`src/rtl/plsp_pkg.sv`:
```
// Shared constants and control types of the port list parser.
`timescale 1ns / 1ps
package plsp_pkg;
   localparam int LIST_DEPTH = 1024;
   localparam int PORT_BITS  = 16;
   localparam int LIST_AW    = $clog2(LIST_DEPTH);
   localparam int ACC_W      = PORT_BITS + 1;
   localparam int ROW_BITS   = 6;
   localparam int ROW_W      = 2 ** ROW_BITS;
   localparam int ROW_AW     = PORT_BITS - ROW_BITS;
   localparam int CNT_W      = 16;
   localparam int MAXP_W     = 11;

   localparam logic [3:0] ST_OK       = 4'd0;
   localparam logic [3:0] ST_EMPTY    = 4'd1;
   localparam logic [3:0] ST_TWO_DASH = 4'd2;
   localparam logic [3:0] ST_BAD_CHAR = 4'd3;
   localparam logic [3:0] ST_ZERO     = 4'd4;
   localparam logic [3:0] ST_OVER     = 4'd5;
   localparam logic [3:0] ST_EDGE     = 4'd6;
   localparam logic [3:0] ST_BACKWARD = 4'd7;
   localparam logic [3:0] ST_DUP      = 4'd8;
   localparam logic [3:0] ST_TOO_MANY = 4'd9;

   localparam logic [7:0] CH_DASH  = 8'h2d;
   localparam logic [7:0] CH_COMMA = 8'h2c;
   localparam logic [7:0] CH_NUL   = 8'h00;
   localparam logic [7:0] CH_ZERO  = 8'h30;
   localparam logic [7:0] CH_NINE  = 8'h39;

   localparam logic [ACC_W-1:0] ACC_SAT = ACC_W'(2 ** PORT_BITS);

   typedef struct packed {
      logic take_in;
      logic fresh;
      logic take_char;
      logic check;
      logic bm_read;
      logic bm_update;
      logic emit;
      logic clr_row;
   } cmd_type;

   typedef struct packed {
      logic is_func1;
      logic is_sep;
      logic is_term;
      logic spec_ended;
      logic walk_go;
      logic bm_hit;
      logic walk_last;
      logic out_busy;
      logic clr_last;
   } stat_type;
endpackage

```
`src/rtl/plsp_ctrl.sv`:
```
// Sequencer of the port list parser.
`timescale 1ns / 1ps
module plsp_ctrl import plsp_pkg::*; (
   input  logic     clock,
   input  logic     reset,
   input  logic     req_valid,
   output logic     req_stall,
   input  stat_type stat,
   output cmd_type  cmd
);
   typedef enum logic [2:0] {
      S_CLEAR, S_IDLE, S_FRESH, S_PROC, S_BRD, S_BCHK, S_EMIT
   } state_type;

   state_type state_ff, state_in;

   // next state and commands
   always_comb begin
      state_in  = state_ff;
      cmd       = '0;
      req_stall = 1'b1;
      unique case (state_ff)
         S_CLEAR: begin
            cmd.clr_row = 1'b1;
            if (stat.clr_last) state_in = S_IDLE;
         end
         S_IDLE: begin
            req_stall = 1'b0;
            if (req_valid) begin
               cmd.take_in = 1'b1;
               state_in = S_PROC;
            end
         end
         S_FRESH: begin
            cmd.fresh = 1'b1;
            state_in  = S_PROC;
         end
         S_PROC: begin
            if (stat.is_func1) begin
               state_in = S_EMIT;
            end else if (stat.spec_ended) begin
               state_in = S_FRESH;
            end else if (!stat.is_sep) begin
               cmd.take_char = 1'b1;
               state_in = S_IDLE;
            end else begin
               cmd.check = 1'b1;
               state_in  = stat.walk_go ? S_BRD : S_EMIT;
            end
         end
         S_BRD: begin
            cmd.bm_read = 1'b1;
            state_in    = S_BCHK;
         end
         S_BCHK: begin
            cmd.bm_update = 1'b1;
            state_in = (stat.bm_hit || stat.walk_last) ? S_EMIT : S_BRD;
         end
         S_EMIT: begin
            if (!stat.out_busy) begin
               cmd.emit = 1'b1;
               state_in = (stat.is_term && !stat.is_func1) ? S_CLEAR : S_IDLE;
            end
         end
         default: state_in = S_IDLE;
      endcase
   end

   // state register
   always_ff @(posedge clock) begin
      if (reset) begin
         state_ff <= S_CLEAR;
      end else begin
         state_ff <= state_in;
      end
   end
endmodule

```
`config.mk`:
```
export PLATFORM = sky130hd
export DESIGN_NAME = plsp_ctrl
export DESIGN_NICKNAME = d
export VERILOG_FILES = /design/src/rtl/plsp_pkg.sv /design/src/rtl/plsp_ctrl.sv
export SDC_FILE = /design/constraint.sdc
export NUM_CORES = 1
export LEC_CHECK = 0
export BUFFER_PORTS_ARGS = -buffer_cell sky130_fd_sc_hd__buf_2
export CORE_AREA = 2 2 39 41
export CTS_BUF_LIST = sky130_fd_sc_hd__clkbuf_16
export DETAILED_ROUTE_END_ITERATION = 8
export DIE_AREA = 0 0 41 43
export PLACE_DENSITY = 0.48
export SLEW_MARGIN = 30
export SYNTH_ARGS = -nofsm -noshare
export SYNTH_HDL_FRONTEND = slang
export SYNTH_SLANG_ARGS = --single-unit
```
`constraint.sdc`:
```
create_clock -name clock -period 2.72 [get_ports clock]
set_input_delay 0.136 -clock clock [delete_from_list [all_inputs] [get_ports clock]]
set_output_delay 0.136 -clock clock [all_outputs]
set_load 0.05 [all_outputs]
```
# Yosys cells after proc, flatten, opt, wreduce, memory -nomap -nowiden
# Cells that the tools add are included.
[word_totals]
input_bits = 12
out_inout_bits = 9
regBits = 3
word_cells = 39
[classes]
reduce_logical = 5
eq_ne = 9
mux = 24
[op_table]
columns = ["operator", "n"]
rows = [
  ["case mux 3 bit (7 select lines)", 1],
  ["two-way mux 3 bit", 6],
  ["two-way mux 1 bit", 12],
  ["two-way mux 2 bit", 5],
  ["== test 3 bit, second input constant", 3],
  ["== test 3 x 2 -> 1 bit, second input constant", 2],
  ["!= test 2 bit, second input constant", 3],
  ["== test 3 x 1 -> 1 bit, second input constant", 1],
  ["logical NOT 3 bit", 1],
  ["AND reduction 3 bit", 1],
  ["logical AND 1 bit", 1],
  ["logical NOT 1 bit", 1],
  ["logical OR 1 bit", 1],
]

# Logic depth before layout (Yosys ltp)
[depth]
depth_word = 5
ltp_mapped = 5
ltp_nobuf = 4

# Worst setup path before layout
# OpenSTA, ideal clock, no wires.
[synth_timing]
kind = "register to register"
start = "reg state_ff[2]"
end = "reg state_ff[0]"
slack_ns = 0.713
arrival_time_ns = 1.881
required_time_ns = 2.595
path_buffers = 0
synth_period_minus_slack_ns = 2.007
stages_incl_launch_ff = 5
cell_sequence = "dfxtp_1 nand2_1 nor3_1 a311o_1 nor3_2"
[synth_between]
elab_chain_len = 3
elab_cells_between_ends = 12
[synth_lines]
columns = ["item", "line", "source"]
rows = [
  ["start: declaration", "plsp_ctrl.sv:15", "state_type state_ff, state_in;"],
  ["start signal: assignment", "plsp_ctrl.sv:74", "state_ff <= state_in;"],
  ["== test 3 bit, or another cell as far along", "plsp_ctrl.sv:22", "unique case (state_ff)"],
  ["!= test 2 bit (no source line)", "n/a", ""],
  ["AND reduction 3 bit (no source line)", "n/a", ""],
]
# Parallel ways exist; a longest one is shown, timed or not.
# A chain may end at the register's enable or synchronous reset.

==> summary.txt <==
Layout
  – Final instance area: 455 um2
  – Post-layout util: 32.9%
  – Area Overhead vs Synth: 61.1%
  – Layout cells sized above 1: between 30% and 40%
  – Cell Count, Final, Fillers Out: 78
  – Antenna Cells: 0
  – Max reg flops: 3
  – Nets@finish: 75
  – Biggest registers after layout: state_ff x3
  – Top reg by flops: state_ff

Power
  – Design Power: 0.371 mW
  – Power Density: just over 800 mW/mm2
  – Leak: 0.236 nW
  – Worst vdd ir: 0.213 mV

Synthesis
  – Synth Area in XOR/XNOR: 0%
  – EDFF count, synth: 0
  – Compound-gate portion of the synthesized area: 24.8%
  – Distinct cells, synth: 21
  – Synthesized cell area: ~280 um2
  – Synth Area in Simple Gates: 39.4%
  – Cells after synthesis: between 40 and 50
  – Main combinational cell family by area after synthesis: simple AND/OR/NAND/NOR gates
  – Flops & latches, synth: 3
  – Adder-Cell Fraction of Synth Area: 0%
  – Syn_area_per_cell: 6.90 um2
  – Ys Warns: 0
  – Mux contribution to synthesized area: 0%
  – Top FF cell, synth: dfxtp_1
  – Seq/Total Area, Yosys: 21.2%
  – Syn Nets: 53
  – Asr flop ratio synth: 0%

STA
  – Peak Freq: 620 MHz
  – Total negative slack: 0 ps
  – Tmin final: 1610 ps
  – Worst rel slew slack: 75.2%
  – Fin. max-slew vios: 0
  – Worst slew pin tran: 371 ps
  – Final setup violation count: 0
  – Final Cycle Share: 59.3%
  – Min Hold Slack: 105 ps
  – Final worst slack: about 1100 ps
  – RSZ-0062 raised after global routing: false
  – Clk_skew: 0.205 ps
  – Final Hold Violating Endpoints: 0

Floorplan
  – Die area: about 0.0018 mm2
  – Core area: 0.00138 mm2
  – Die H: 43 um
  – Die X: 41 um
  – Ports: 21
  – Initial core utilization: ~20%
  – Num rows: 14

Setup path
  – Startpoint Class: flop
  – CP endpoint: cmd[7]
  – Worst reg2reg path endpoint: state_ff[0]$_SDFFE_PP0P_
  – Arr. time, crit path: approximately 1500 ps
  – Critical path origin: state_ff[0]$_SDFFE_PP0P_
  – CP cell instances: or3b_1 > nor2_1 > buf_2
  – Worst-case reg-to-reg path depth: 3
  – Kind of critical path: reg2out
  – WP data required: 2580 ps
  – Max stage delay cell, worst path: dfxtp_1
  – Crit-path max FO: 12
  – Max incr delay on CP: 510 ps
  – Setup crit end kind: output pin
  – Worst R2R Setup Slack: 1470 ps
  – CP bufs+invs: 1
  – Worst R2R Start: state_ff[1]$_SDFFE_PP0P_
  – Crit path depth: 3
  – Delay-heaviest family, CP: flip-flops

Routing
  – Avg WL per Cell: 9.85 um
  – ANT nets after route: 0
  – Drt pass-1 iters: 2
  – DR iter-0 viols: 3
  – Vias/cell: ~4.5
  – DRC: 0
  – Routed vias: 353
  – Post-Route WL: 768 um

Clock tree
  – Post-CTS Setup Repair Bufs: 0
  – Htree depth: 1
  – CTS root buf: clkbuf_16
  – Clock Sink Count: 3
  – CTS resizes: 0
  – Max Buffers Root-to-Sink: 2
  – CTS tree: yes
  – Clk slew on worst S/H paths: approximately 30 ps
  – Post-CTS Hold Fix Bufs: 0
  – Clock latency on the worst-skew pair: 220 ps
  – Number of CTS-inserted buffers: 3

Placement
  – IO Port Bufs: 20
  – Cells after DPL: 74
  – Setup Slack @ Placement: 1350 ps
  – Detailed placement HPWL: about 570 um
  – Final GP Congestion: around 0.68
  – DP Area: about 380 um2

Global routing
  – Vias in the first global route: 314
  – GRT overflow: 0
  – Largest net degree at the start of global routing: 15
  – First-pass GRT wire length: 1.22 mm
  – Initial antenna violation count: 0
  – Total GRT Usage: 10.9%

Worst hold path
  – Worst hold path type: in2reg
  – Hold path depth: 2

Run status
  – Status: finished clean

Run
  – Maxcap violations: 0
==> Yosys cell counts (2+ instances only) <==
master	instances	area share, %
or3_1	2	4.4
dfxtp_1	3	21
inv_1	4	5.3
buf_4	2	5.3
nand2_1	4	5.3
nor3b_1	2	5.3
o21ai_0	3	5.3
nor3_1	2	3.5
nor2_1	7	9.3
==> placed cells by master, fill, tap and decap left out <==
cell       instances
buf_2             20
nor2_1             7
inv_1              5
nand2_1            4
o21ai_0            3
clkbuf_16          3
dfxtp_1            3
nor3b_1            2
nor3_1             2
or3_1              2
or3b_1             1
and3b_1            1
a22oi_1            1
a211oi_1           1
nand3_1            1
a21oi_1            1
a311o_1            1
nor3_2             1
o2111ai_1          1
o211ai_1           1
a221oi_1           1
==> per-layer routing <==
metal,track usage [%],vias to the layer above,part of all wire [%]
li1,-,188,-
met1,12.1,149,44
met2,14.7,14,43
met3,4.71,2,10
met4,10.0,0,2.2
met5,0,-,0
==> cell type report <==
cell class / count / area [um2]
Multi-Input combinational cell: 31 / 181
Fill cell: 155 / 928
Clock inverter: 1 / 3.75
Clock buffer: 3 / 75.1
Tap cell: 16 / 20.0
Inverter: 4 / 15.0
Timing Repair Buffer: 20 / 100
Sequential cell: 3 / 60.1
==> kinds of logic (layout without fill, tap and decap cells) <==
kind of cell / Yosys count / in the layout
flip-flops: 3 / 3
AO/OA/AOI/OAI: 10 / 10
buffers and inverters: 7 / 28
AND/OR/NAND/NOR: 21 / 21
==> worst register-to-register path, stage by stage (launching register included) <==
cell	delay [ps]
dfxtp_1	530
and3b_1	240
a311o_1	320
nor3_2	90
==> report_power, final <==
part,internal [mW],switching [mW],leakage (nW)
Combinational,0.0265,0.0529,0.169
Sequential,0.0491,0.0134,0.0248
Clock,0.189,0.0400,0.0423
==> worst min-delay path by stage <==
stage	from	endpoint	slack, ps
floorplan	reset	state_ff[2]$_SDFFE_PP0P_	210
global placement	reset	state_ff[2]$_SDFFE_PP0P_	350
detailed placement	reset	state_ff[2]$_SDFFE_PP0P_	340
CTS	reset	state_ff[2]$_SDFFE_PP0P_	110
global route	reset	state_ff[2]$_SDFFE_PP0P_	110
finish	reset	state_ff[2]$_SDFFE_PP0P_	100
Note: power is estimated with default switching activity, not from simulation.
